**src/hw/rtl/r2fft_pkg.sv**
```systemverilog
`default_nettype none
package r2fft_pkg;

    localparam int MAX_LOG2_POINTS = 6;
    localparam int MAX_POINTS      = 1 << MAX_LOG2_POINTS;
    localparam int SAMPLE_BITS     = 16;
    localparam int TWIDDLE_BITS    = 16;
    localparam int RESULT_BITS     = SAMPLE_BITS + MAX_LOG2_POINTS;
    localparam int PROD_BITS       = RESULT_BITS + TWIDDLE_BITS;
    localparam int ADDR_BITS       = MAX_LOG2_POINTS;
    localparam int LG_BITS         = 3;
    localparam int CNT_BITS        = 7;

    // register indexes
    localparam logic [1:0] REG_LOG2_POINTS    = 2'd0;
    localparam logic [1:0] REG_INVERSE_MODE   = 2'd1;
    localparam logic [1:0] REG_ZERO_THRESHOLD = 2'd2;

    typedef enum logic [2:0] {
        ST_LOAD,
        ST_RD_E,
        ST_RD_O,
        ST_MUL,
        ST_WR_E,
        ST_WR_O,
        ST_OUT_RD,
        ST_OUT
    } state_t;

    // controller to datapath
    typedef struct packed {
        logic                 load_wr;
        logic [ADDR_BITS-1:0] load_addr;
        logic                 rd_en;
        logic [ADDR_BITS-1:0] rd_addr;
        logic                 lat_e;
        logic                 mul;
        logic                 wr_e;
        logic                 wr_o;
        logic [ADDR_BITS-1:0] wr_addr;
        logic [ADDR_BITS-1:0] tw_idx;
        logic                 first;
        logic                 out_valid;
        logic [ADDR_BITS-1:0] out_bin;
        logic                 out_last;
        logic [LG_BITS-1:0]   lg;
    } cmd_t;

    // bit reversal of an index over lg bits
    function automatic logic [ADDR_BITS-1:0] bit_rev(input logic [ADDR_BITS-1:0] i,
                                                      input logic [LG_BITS-1:0] lg);
        logic [ADDR_BITS-1:0] r;
        r = '0;
        for (int b = 0; b < ADDR_BITS; b++)
        begin
            if (b < int'(lg))
                r[int'(lg) - 1 - b] = i[b];
        end
        return r;
    endfunction

    // quarter cosine table, Q1.30
    function automatic logic signed [31:0] cos_q30(input logic [4:0] j);
        logic signed [31:0] v;
        case (j)
            5'd0:  v = 32'sd1073741824;
            5'd1:  v = 32'sd1068571464;
            5'd2:  v = 32'sd1053110176;
            5'd3:  v = 32'sd1027506862;
            5'd4:  v = 32'sd992008094;
            5'd5:  v = 32'sd946955747;
            5'd6:  v = 32'sd892783698;
            5'd7:  v = 32'sd830013654;
            5'd8:  v = 32'sd759250125;
            5'd9:  v = 32'sd681174650;
            5'd10: v = 32'sd596538995;
            5'd11: v = 32'sd506158392;
            5'd12: v = 32'sd410903207;
            5'd13: v = 32'sd311690799;
            5'd14: v = 32'sd209476638;
            5'd15: v = 32'sd105245103;
            default: v = 32'sd0;
        endcase
        return v;
    endfunction

    // cos(2*pi*j/64) at TWIDDLE_BITS, rounded, saturated
    function automatic logic signed [TWIDDLE_BITS-1:0] rom_cos(input logic [5:0] j);
        logic signed [32:0] m;
        logic signed [32:0] r;
        if (j <= 6'd16)
            m = 33'(cos_q30(5'(j)));
        else if (j <= 6'd32)
            m = -33'(cos_q30(5'(6'd32 - j)));
        else if (j <= 6'd48)
            m = -33'(cos_q30(5'(j - 6'd32)));
        else
            m = 33'(cos_q30(5'(7'd64 - 7'(j))));
        r = (m + (33'sd1 <<< (30 - TWIDDLE_BITS))) >>> (31 - TWIDDLE_BITS);
        if (r > 33'sd2 ** (TWIDDLE_BITS - 1) - 33'sd1)
            r = 33'sd2 ** (TWIDDLE_BITS - 1) - 33'sd1;
        return r[TWIDDLE_BITS-1:0];
    endfunction

endpackage
`default_nettype wire

```
**src/hw/rtl/r2fft_ctrl.sv**
```systemverilog
`default_nettype none
module r2fft_ctrl (
    input  wire logic                   clk,
    input  wire logic                   rst_n,
    input  wire logic                   start,
    input  wire logic [2:0]             log2_points,
    output logic                        busy,
    output r2fft_pkg::cmd_t             cmd
);

    localparam int AB = r2fft_pkg::ADDR_BITS;

    r2fft_pkg::state_t state_reg, state_next;
    logic [r2fft_pkg::CNT_BITS-1:0] load_count_reg, load_count_next;
    logic [r2fft_pkg::LG_BITS-1:0]  lg_reg, lg_next;
    logic [r2fft_pkg::LG_BITS-1:0]  stage_reg, stage_next;  // stage - 1
    logic [AB-1:0]                  bfly_reg, bfly_next;    // butterfly number
    logic [AB:0]                    out_reg, out_next;

    logic [r2fft_pkg::LG_BITS-1:0] lg_cfg;
    logic [r2fft_pkg::LG_BITS-1:0] sh;
    logic [AB-1:0] half, jj, grp, e_addr, o_addr, last_bfly, nm1;
    logic [r2fft_pkg::CNT_BITS-1:0] n_pts;

    assign lg_cfg = (log2_points > 3'(r2fft_pkg::MAX_LOG2_POINTS)) ?
                    3'(r2fft_pkg::MAX_LOG2_POINTS) : log2_points;
    assign n_pts  = 7'd1 << lg_cfg;

    // entry i of an N-point block sits at store address i << (6 - lg)
    assign sh = 3'(AB) - lg_reg;

    // butterfly addressing for current stage
    assign half      = AB'(1) << stage_reg;
    assign jj        = bfly_reg & (half - AB'(1));
    assign grp       = (bfly_reg >> stage_reg) << (stage_reg + 3'd1);
    assign e_addr    = grp | jj;
    assign o_addr    = e_addr | half;
    assign last_bfly = AB'((7'd1 << lg_reg) >> 1) - AB'(1);
    assign nm1       = AB'((7'd1 << lg_reg) - 7'd1);

    always_ff @(posedge clk or negedge rst_n)
    begin
        if (!rst_n)
        begin
            state_reg      <= r2fft_pkg::ST_LOAD;
            load_count_reg <= '0;
            lg_reg         <= '0;
            stage_reg      <= '0;
            bfly_reg       <= '0;
            out_reg        <= '0;
        end
        else
        begin
            state_reg      <= state_next;
            load_count_reg <= load_count_next;
            lg_reg         <= lg_next;
            stage_reg      <= stage_next;
            bfly_reg       <= bfly_next;
            out_reg        <= out_next;
        end
    end

    always_comb
    begin
        state_next      = state_reg;
        load_count_next = load_count_reg;
        lg_next         = lg_reg;
        stage_next      = stage_reg;
        bfly_next       = bfly_reg;
        out_next        = out_reg;
        busy            = 1'b1;
        cmd             = '0;
        cmd.lg          = lg_reg;
        cmd.first       = (stage_reg == '0);
        cmd.tw_idx      = AB'(jj << (3'(AB) - 3'd1 - stage_reg));
        case (state_reg)
            r2fft_pkg::ST_LOAD:
            begin
                busy          = 1'b0;
                cmd.load_addr = AB'(load_count_reg);
                cmd.load_wr   = start;
                if (start)
                begin
                    if (load_count_reg + 7'd1 >= n_pts)
                    begin
                        load_count_next = '0;
                        lg_next         = lg_cfg;
                        stage_next      = '0;
                        bfly_next       = '0;
                        out_next        = '0;
                        state_next      = (lg_cfg == 3'd0) ? r2fft_pkg::ST_OUT_RD
                                                           : r2fft_pkg::ST_RD_E;
                    end
                    else
                        load_count_next = load_count_reg + 7'd1;
                end
            end
            r2fft_pkg::ST_RD_E:
            begin
                cmd.rd_en   = 1'b1;
                cmd.rd_addr = e_addr << sh;
                state_next  = r2fft_pkg::ST_RD_O;
            end
            r2fft_pkg::ST_RD_O:
            begin
                cmd.rd_en   = 1'b1;
                cmd.rd_addr = o_addr << sh;
                cmd.lat_e   = 1'b1;
                state_next  = r2fft_pkg::ST_MUL;
            end
            r2fft_pkg::ST_MUL:
            begin
                cmd.mul    = 1'b1;
                state_next = r2fft_pkg::ST_WR_E;
            end
            r2fft_pkg::ST_WR_E:
            begin
                cmd.wr_e    = 1'b1;
                cmd.wr_addr = e_addr << sh;
                state_next  = r2fft_pkg::ST_WR_O;
            end
            r2fft_pkg::ST_WR_O:
            begin
                cmd.wr_o    = 1'b1;
                cmd.wr_addr = o_addr << sh;
                state_next  = r2fft_pkg::ST_RD_E;
                if (bfly_reg == last_bfly)
                begin
                    bfly_next = '0;
                    if (stage_reg == lg_reg - 3'd1)
                        state_next = r2fft_pkg::ST_OUT_RD;
                    else
                        stage_next = stage_reg + 3'd1;
                end
                else
                    bfly_next = bfly_reg + AB'(1);
            end
            r2fft_pkg::ST_OUT_RD:
            begin
                cmd.rd_en   = 1'b1;
                cmd.rd_addr = AB'(out_reg) << sh;
                state_next  = r2fft_pkg::ST_OUT;
            end
            r2fft_pkg::ST_OUT:
            begin
                cmd.out_valid = 1'b1;
                cmd.out_bin   = AB'(out_reg);
                cmd.out_last  = (AB'(out_reg) == nm1);
                if (AB'(out_reg) == nm1)
                    state_next = r2fft_pkg::ST_LOAD;
                else
                begin
                    out_next   = out_reg + (AB+1)'(1);
                    state_next = r2fft_pkg::ST_OUT_RD;
                end
            end
            default:
                state_next = r2fft_pkg::ST_LOAD;
        endcase
    end

endmodule
`default_nettype wire

```
**config.mk**
```make
export PLATFORM = sky130hd
export DESIGN_NAME = r2fft_ctrl
export DESIGN_NICKNAME = d
export VERILOG_FILES = /design/src/hw/rtl/r2fft_pkg.sv /design/src/hw/rtl/r2fft_ctrl.sv
export SDC_FILE = /design/constraint.sdc
export NUM_CORES = 1
export LEC_CHECK = 0
export BUFFER_PORTS_ARGS = -buffer_cell sky130_fd_sc_hd__clkbuf_2
export CAP_MARGIN = 20
export CORE_MARGIN = 2
export CORE_UTILIZATION = 40
export DETAILED_ROUTE_END_ITERATION = 16
export HOLD_SLACK_MARGIN = 0.02
export PLACE_DENSITY = 0.57
export SLEW_MARGIN = 10
export SYNTH_ARGS = -nofsm -noshare
export SYNTH_HDL_FRONTEND = slang
export SYNTH_SLANG_ARGS = --single-unit
```
**constraint.sdc**
```tcl
create_clock -name clk -period 4.01 [get_ports clk]
set_input_delay 0.802 -clock clk [delete_from_list [all_inputs] [get_ports clk]]
set_output_delay 0.802 -clock clk [all_outputs]
set_load 0.02 [all_outputs]
```
==> results of run 1 <==
## layer usage
layer	global-route usage	routed length [µm]	vias up
met4	0.0574	144	0
met2	0.370	5400	117
met3	0.0178	476	13
met5	0	0	-
li1	-	-	1869
met1	0.308	5160	1808
## where the power goes
group | switching (mW) | leakage (nW) | total, mW | internal, mW
Sequential | 0.226 | 0.367 | 0.605 | 0.379
Combinational | 1.83 | 1.49 | 3.00 | 1.17
Clock | 0.0945 | 0.0288 | 0.183 | 0.0881
## path summary, 6_finish.rpt
kind / startpoint / endpoint / slack, ps / depth (start not counted)
worst max register to register: lg_reg[1] / stage_reg[1] / 800 / 10
worst min-delay path: load_count_reg[6] / load_count_reg[6] / 520 / 2
min in group asynchronous: rst_n / out_reg[5] / 570 / 1
worst min register to register: load_count_reg[6] / load_count_reg[6] / 520 / 2
max in group asynchronous: rst_n / stage_reg[0] / 2910 / 1
worst max-delay path: stage_reg[1] / cmd[23] / 200 / 11
## logic make-up after synthesis
group                    count (synthesis)
AND/OR/NAND/NOR                        210
buffers and inverters                   58
adder cells (fa/ha/maj)                 30
AO/OA/AOI/OAI                          127
XOR/XNOR                                32
multiplexers                            16
flip-flops                              28
## repair_timing
action / CTS / global route
endpoints found under the setup margin: 0 / 6
hold buffers: 0 / 0
endpoints found under the hold margin: 0 / 0
setup buffers: 0 / 1
gates resized for setup: 0 / 7
## placed cells by master (no fill, tap or decap), types with 4 or more instances in the layout
master	count
a211oi_1	7
a21o_1	6
a21oi_1	21
a22oi_1	4
a32oi_1	4
and2_1	16
and3_1	10
buf_4	14
clkbuf_2	47
clkbuf_8	4
dfrtp_1	27
ha_1	28
inv_1	26
mux2_2	5
mux2i_1	10
nand2_1	50
nand2b_1	11
nand3_1	30
nand3b_1	5
nor2_1	33
nor2b_1	7
nor3_1	14
nor3b_1	4
o211ai_1	6
o21ai_0	32
o22ai_1	7
or3_1	11
xnor2_1	19
xor2_1	12
## cell type report
cell class	instances	area share
Clock buffer	4	0.0129
Inverter	26	0.0229
Multi-Input combinational cell	415	0.680
Sequential cell	28	0.165
Tap cell	129	0.0379
Timing Repair Buffer	62	0.0811
## worst min-delay path: cells and delay by family, from the launching register on
| family | cells | cell delay, ps |
|---|---|---|
| and+or+nand+nor | 1 | 50 |
| DFF | 1 | 370 |
| AOI/OAI and AO/OA | 1 | 70 |
==> flow_summary.yaml, run 1 <==
clocking:
  clk-insertion-delay-late_ps: 280
  clk_pin_slew_worst_paths_ps: 110
  numCtsBuffers: 3
  root_buffer: "clkbuf_8"
  clockBufferDepth: 2
  cts_tree: "yes"
  h-tree-depth: 1
  clock_sinks: 28
die:
  row_count: 35
  dieArea_um2: 10400
  io-pin-count: 49
  die_w_um: 102
  core-area_um2: 9280
  start_util: 0.413
  die_h_um: 102
grt:
  grt_max_degree: 29
  first_global_vias: 3576
  grtUsageTotal: 0.221
  gr-total-overflow: 0
  grt_pass1_wl_mm: 18.4
  grt_antenna_before_repair: 0
yosys:
  synth_mux_area_frac: 0.0448
  synth.most_common_cell: "nand2_1"
  syn_area_um2: 3830
  synthSimpleGateAreaFrac: 0.294
  synth_edf_count: 0
  synthFlopType: "dfrtp_1"
  syn_avg_cell_area_um2: 7.64
  async_reset_ff_frac: 1.00
  synthTopCellsByArea: "dfrtp_1 (18%), ha_1 (9.8%), nand2_1 (4.9%), xnor2_1 (4.3%), o21ai_0 (4.2%)"
  ys_seq_elements: 28
  synthTopCellsByCount: "nand2_1 (50), nor2_1 (33), o21ai_0 (32), ha_1 (30), nand3_1 (30)"
  seq_area_frac_synth: 0.183
  synth_cells: 501
  synth-xor-area-share: 0.0751
  synth_compound_area_frac: 0.236
  synthDistinctLibCells: 72
  yosysTopAreaCell: "dfrtp_1"
  synth_top_family_by_area: "simple AND/OR/NAND/NOR gates"
  syn-num-nets: 537
  synth_top_cell_area_share: 0.183
  synth-adder-area-share: 0.0980
  ys_warn_count: 0
worst_setup_path:
  path_delay_family: "compound AO/OA/AOI/OAI gates"
  crit_fanout: 8
  worst-endpoint-required_ps: 3210
  startpoint_type: "flip-flop"
  slowest_stage: "dfrtp_1"
  cp.arrival_ps: 3010
  critical_path.endpoint_type: "output port"
  worst-path-buf-inv: 3
  crit_type: "flip-flop to output port"
  slowest_delay_ps: 430
  crit_chain: "inv_1, ha_2, buf_4, nor2b_1, a32oi_1, a21boi_1, a2111oi_4, nor2_1, a222oi_1, o22ai_1, clkbuf_2"
cells_and_area:
  fill_cells: 970
  largest_reg_flops: 7
  antennaDiodeCount: 0
  stdcell_count: 664
  stdcell_area_um2: 4260
  syn_to_final_growth_pct: 11.2
  final_nets: 572
  drive_above_1_share: 0.172
  multi_input_area_um2: 2900
  seq_area_um2: 702
  finish.utilization: 0.459
hold_path:
  worstHoldPathType: "flip-flop to flip-flop"
routing:
  drc: 0
  post_drt_wl_per_cell_um: 16.8
  drt-initial-drc-count: 201
  routed_via_density: 5.73
  wirelength_mm: 11.2
  antenna_left: 0
  vias: 3807
  drt_pass1_iterations: 5
timing:
  fmax_mhz: 263
  drv_slew: 0
  fin_crit_sh: 0.949
  rsz0062_at_grt: "no"
  setup_violations: 0
  timing.hold.ws_ps: 519
  min_period_ps: 3810
  finalClockSkew_ps: 10.2
  hold_violations: 0
  max_slew_margin: 0.487
  fin_setup_tns_ps: 0
  setup_ws_ps: 203
  tightestPinTransition_ps: 764
run_status:
  status: "complete, no violations"
placement:
  place_ws_ps: 423
  dp_hpwl_mm: 8.57
  port_buffers: 48
  dp_cells: 659
  placed_area_um2: 4160
  gp_congestion: 0.948
pwr:
  max-vdd-ir-drop_mv: 0.277
  total_power_mw: 3.78
  p_leak_nw: 1.88
  power_density_nw_per_um2: 888
run:
  cap_violations: 0
No activity file was read; power rests on OpenSTA's default activity.
==> run 2, diff against run 1 <==
--- a/config.mk
+++ b/config.mk
@@ -11,7 +11,7 @@
 export CORE_UTILIZATION = 40
 export DETAILED_ROUTE_END_ITERATION = 16
 export HOLD_SLACK_MARGIN = 0.02
-export PLACE_DENSITY = 0.57
+export PLACE_DENSITY = 0.67
 export SLEW_MARGIN = 10
 export SYNTH_ARGS = -nofsm -noshare
 export SYNTH_HDL_FRONTEND = slang
==> run 2 against run 1 <==
  * Sequential share of layout area is essentially flat
  * Final cell count fell by 0.45%
  * Sequential cell count unchanged
  * Register-to-register slack better by 40 ps
  * Cell area rose by 0.12%
  * Critical path depth is 1 lower
  * Largest power group unchanged
==> flow_summary.yaml, run 2 (same netlist as run 1, synthesis figures left out) <==
run_status:
  status: "complete, no violations"
cells_and_area:
  multi_input_area_um2: 2910
  drive_above_1_share: 0.169
  seq_area_um2: 701
  largest_reg_flops: 7
  antennaDiodeCount: 0
  fill_cells: 959
  layout_common_cells: "nand2_1 (50), clkbuf_2 (48), nor2_1 (33)"
  final_nets: 569
  mostFrequentLayoutCell: "nand2_1"
  stdcell_area_um2: 4260
  syn_to_final_growth_pct: 11.3
grt:
  grt_use_met3: 0.0335
  grt_antenna_before_repair: 0
  first_global_vias: 3731
  grt_max_degree: 29
  grt_pass1_wl_mm: 18.1
  grtUsageMet1: 0.277
  gr-max-usage-layer: "met2"
  grt_use_met2: 0.377
  grtUsageTotal: 0.214
  gr-total-overflow: 0
die:
  io-pin-count: 49
  start_util: 0.413
  die_h_um: 102
  dieArea_um2: 10400
  core-area_um2: 9280
  die_w_um: 102
  row_count: 35
pwr:
  power_switching_mw: 2.13
  swShare: 0.563
  combPwrFrac: 0.779
  max-vdd-ir-drop_mv: 0.351
  power.internal_mw: 1.65
  seq_power_share: 0.159
  pwr-share-clk: 0.062
  p_leak_nw: 1.88
  power_density_nw_per_um2: 888
placement:
  placed_area_um2: 4150
  gp_congestion: 0.992
  port_buffers: 48
  dp_hpwl_mm: 8.14
clocking:
  root_buffer: "clkbuf_8"
  cts_tree: "yes"
  post_cts_hold_buffer_count: 0
  post_cts_buffers: 0
  h-tree-depth: 1
  clk-insertion-delay-late_ps: 290
  clock_sinks: 28
  clk_pin_slew_worst_paths_ps: 110
  clockBufferDepth: 2
  numCtsBuffers: 3
  cts_resized: 0
timing:
  fin_setup_tns_ps: 0
  hold_violations: 0
  tightestPinTransition_ps: 769
  max_slew_margin: 0.487
  timing.hold.ws_ps: 541
  min_period_ps: 3780
  fmax_mhz: 264
  fin_crit_sh: 0.943
  drv_slew: 0
  rsz0062_at_grt: "no"
  finalClockSkew_ps: 5.40
  setup_violations: 0
worst_setup_path:
  slowest_stage: "dfrtp_1"
  worst-endpoint-required_ps: 3210
  reg2reg_from: "lg_reg[1]"
  startpoint: "stage_reg[1]"
  critical_path.endpoint_type: "output port"
  rr_worst_depth: 11
  cp.arrival_ps: 2980
  crit_type: "flip-flop to output port"
  startpoint_type: "flip-flop"
  crit_chain: "ha_1, ha_4, and3b_1, o21ai_0, o221ai_2, o22ai_1, o2111ai_1, a32oi_1, a221oi_1, clkbuf_2"
  slowest_delay_ps: 480
  crit_fanout: 13
routing:
  vias: 3901
  routed_via_density: 5.90
  wirelength_mm: 10.9
  drt_pass1_iterations: 6
  drc: 0
  post_drt_wl_per_cell_um: 16.5
  antenna_left: 0
  drt-initial-drc-count: 326
hold_path:
  min-delay-start: "load_count_reg[6]"
  worstHoldPathType: "flip-flop to flip-flop"
  whs_path_depth: 2
run:
  cap_violations: 0
-- run 2: final timing paths --
kind / end / slack, ps
setup / recovery: cmd[22] / 230
hold / removal: load_count_reg[6] / 540
setup reg to reg: stage_reg[1] / 840
hold reg to reg: load_count_reg[6] / 540
max in group asynchronous: out_reg[3] / 2950
min in group asynchronous: load_count_reg[2] / 570
-- run 2: through the flow --
step	cells	utilization	power (mW)	setup slack (ps)
5_1_grt	661	0.459	4.13	24.3
3_5_place_dp	657	0.447	3.47	423
6_report	661	0.459	3.78	229
4_1_cts	661	0.455	3.72	81.5
3_3_place_gp	657	0.447	3.41	477
2_1_floorplan	501	-	2.81	333
-- run 2: power by group through the flow --
stage	combinational [mW]	clock, mW	sequential (mW)
final	2.95	0.235	0.603
after global routing	3.24	0.260	0.622
after CTS	2.88	0.244	0.596
after detailed placement	2.87	0	0.602
after global placement	2.82	0	0.596
after floorplan	2.31	0	0.502
-- run 2: worst max-delay path, delay by kind of cell (launching register included) --
kind                       cells  cell delay [ps]
buffers and inverters          1              190
adders and majority gates      2              600
and+or+nand+nor                1              200
AOI/OAI and AO/OA              6             1220
DFF                            1              480
-- run 2: final cells by class --
class,count,area share
Clock buffer,3,0.00968
Clock inverter,1,0.00704
Inverter,26,0.0229
Multi-Input combinational cell,415,0.683
Sequential cell,28,0.164
Tap cell,129,0.0379
Timing Repair Buffer,59,0.0757
-- run 2: per-layer routing --
layer  routed length (µm)  vias up
met3                  685       10
li1                     -     1873
met1                 4750     1868
met5                    0        -
met4                  123        0
met2                 5340      150
==> run 3, diff against run 2 <==
--- a/config.mk
+++ b/config.mk
@@ -11,7 +11,7 @@
 export CORE_UTILIZATION = 40
 export DETAILED_ROUTE_END_ITERATION = 16
 export HOLD_SLACK_MARGIN = 0.02
-export PLACE_DENSITY = 0.67
+export PLACE_DENSITY = 0.68
 export SLEW_MARGIN = 10
 export SYNTH_ARGS = -nofsm -noshare
 export SYNTH_HDL_FRONTEND = slang
==> constraint.sdc (replaced) <==
create_clock -name clk -period 4.01 [get_ports clk]
set_input_delay 0.401 -clock clk [delete_from_list [all_inputs] [get_ports clk]]
set_output_delay 0.401 -clock clk [all_outputs]
set_load 0.02 [all_outputs]
==> run 3 against run 2 <==
  * Wire length fell by 2.4%
  * Sequential share of layout area increased by 0.29 points
  * Final cell count decreased by 0.61%
  * Worst hold slack worse by 390 ps
  * Sequential power is essentially flat
  * Power decreased by 1.1%
  * Critical path depth grew 1
  * Register-to-register slack lost 50 ps
  * First-iteration DRC count shrank 36%
  * Cell area fell by 1.7%
  * Via count down 2.8%
  * Fmax grew 2.5%
  * Largest cell class unchanged
  * Highest routed layer unchanged
==> flow_summary.yaml, run 3 (same netlist as run 1, synthesis figures left out) <==
grt:
  grt_antenna_before_repair: 0
  grtUsageTotal: 0.208
  gr-total-overflow: 0
  grt_max_degree: 29
  first_global_vias: 3628
  grt_pass1_wl_mm: 17.7
clocking:
  post_cts_hold_buffer_count: 0
  root_buffer: "clkbuf_8"
  clk-insertion-delay-late_ps: 290
  numCtsBuffers: 3
  clock_sinks: 28
  h-tree-depth: 1
  post_cts_buffers: 0
  cts_tree: "yes"
  cts_resized: 0
  clockBufferDepth: 2
  clk_pin_slew_worst_paths_ps: 120
timing:
  fin_setup_tns_ps: 0
  max_slew_margin: 0.454
  drv_slew: 0
  fin_crit_sh: 0.920
  finalClockSkew_ps: 15.9
  setup_violations: 0
  fmax_mhz: 271
  tightestPinTransition_ps: 813
  rsz0062_at_grt: "no"
  timing.hold.ws_ps: 156
  hold_violations: 0
  min_period_ps: 3690
worst_setup_path:
  r2r_end: "stage_reg[1]"
  crit_type: "flip-flop to output port"
  rr_worst_depth: 10
  crit_chain: "buf_4, ha_1, ha_1, and3b_1, o21ai_0, o221ai_1, o22ai_1, nor2_1, a222oi_1, o22ai_1, clkbuf_2"
  rrSetupSlack_ps: 790
  cp.arrival_ps: 3290
  slowest_stage: "ha_1"
  critical_path.endpoint_type: "output port"
  startpoint: "stage_reg[0]"
  worst-endpoint-required_ps: 3610
  crit_fanout: 27
  startpoint_type: "flip-flop"
  slowest_delay_ps: 490
  reg2reg_from: "lg_reg[1]"
routing:
  post_drt_wl_per_cell_um: 16.2
  wirelength_mm: 10.6
  drc: 0
  vias: 3792
  routed_via_density: 5.77
  drt_pass1_iterations: 5
  antenna_left: 0
  drt-initial-drc-count: 209
cells_and_area:
  mostFrequentLayoutCell: "nand2_1"
  antennaDiodeCount: 0
  syn_to_final_growth_pct: 9.41
  final_nets: 565
  layout_common_cells: "nand2_1 (50), clkbuf_2 (48), nor2_1 (33)"
  stdcell_count: 657
  largest_reg_flops: 7
  drive_above_1_share: 0.153
pwr:
  p_leak_nw: 1.85
  max-vdd-ir-drop_mv: 0.276
  power_density_nw_per_um2: 894
placement:
  dp_cells: 653
  gp_congestion: 0.968
  dp_hpwl_mm: 7.99
  port_buffers: 48
die:
  io-pin-count: 49
  dieArea_um2: 10400
  core-area_um2: 9280
  start_util: 0.413
  die_w_um: 102
  row_count: 35
  die_h_um: 102
run:
  cap_violations: 0
run_status:
  status: "complete, no violations"
hold_path:
  worstHoldPathType: "input pin to async pin"
## run 3: final cells by class
| class | count | area, µm² |
|---|---|---|
| Clock buffer | 3 | 41.3 |
| Timing Repair Buffer | 55 | 293 |
| Fill cell | 991 | 5090 |
| Clock inverter | 1 | 30.0 |
| Sequential cell | 28 | 701 |
| Tap cell | 129 | 161 |
| Inverter | 26 | 97.6 |
| Multi-Input combinational cell | 415 | 2870 |
## run 3: layer usage
| layer | vias to the layer above | GRT usage | wire [µm] |
|---|---|---|---|
| li1 | 1861 | - | - |
| met1 | 1778 | 0.278 | 4770 |
| met2 | 144 | 0.365 | 5170 |
| met3 | 9 | 0.0246 | 648 |
| met4 | 0 | 0.0400 | 56 |
| met5 | - | 0 | 0 |
## run 3: stage by stage
step | area (µm²) | setup WS, ps | power (mW) | util
after detailed placement | 4120 | 710 | 3.47 | 0.444
after floorplan | 3830 | 734 | 2.81 | -
final | 4190 | 320 | 3.74 | 0.451
after global routing | 4190 | 114 | 4.08 | 0.451
after global placement | 4120 | 767 | 3.41 | 0.444
after CTS | 4190 | 385 | 3.72 | 0.451
## run 3: power breakdown
part	switching (mW)	internal (mW)
Sequential	0.224	0.378
Clock	0.101	0.134
Combinational	1.81	1.10
Total	2.13	1.61
## run 3: critical path, delay by kind of cell (launching register included)
kind | cells | cell delay, ps
adder cells (fa/ha/maj) | 2 | 720
flip-flops | 1 | 390
buffers and inverters | 2 | 410
AO/OA/AOI/OAI | 5 | 1160
AND/OR/NAND/NOR | 2 | 340
## run 3: worst max-delay path by stage
| stage | to |
|---|---|
| after detailed placement | cmd[31] |
| after CTS | cmd[31] |
| after floorplan | cmd[21] |
| after global placement | cmd[33] |
| after global routing | cmd[23] |
| final | cmd[23] |
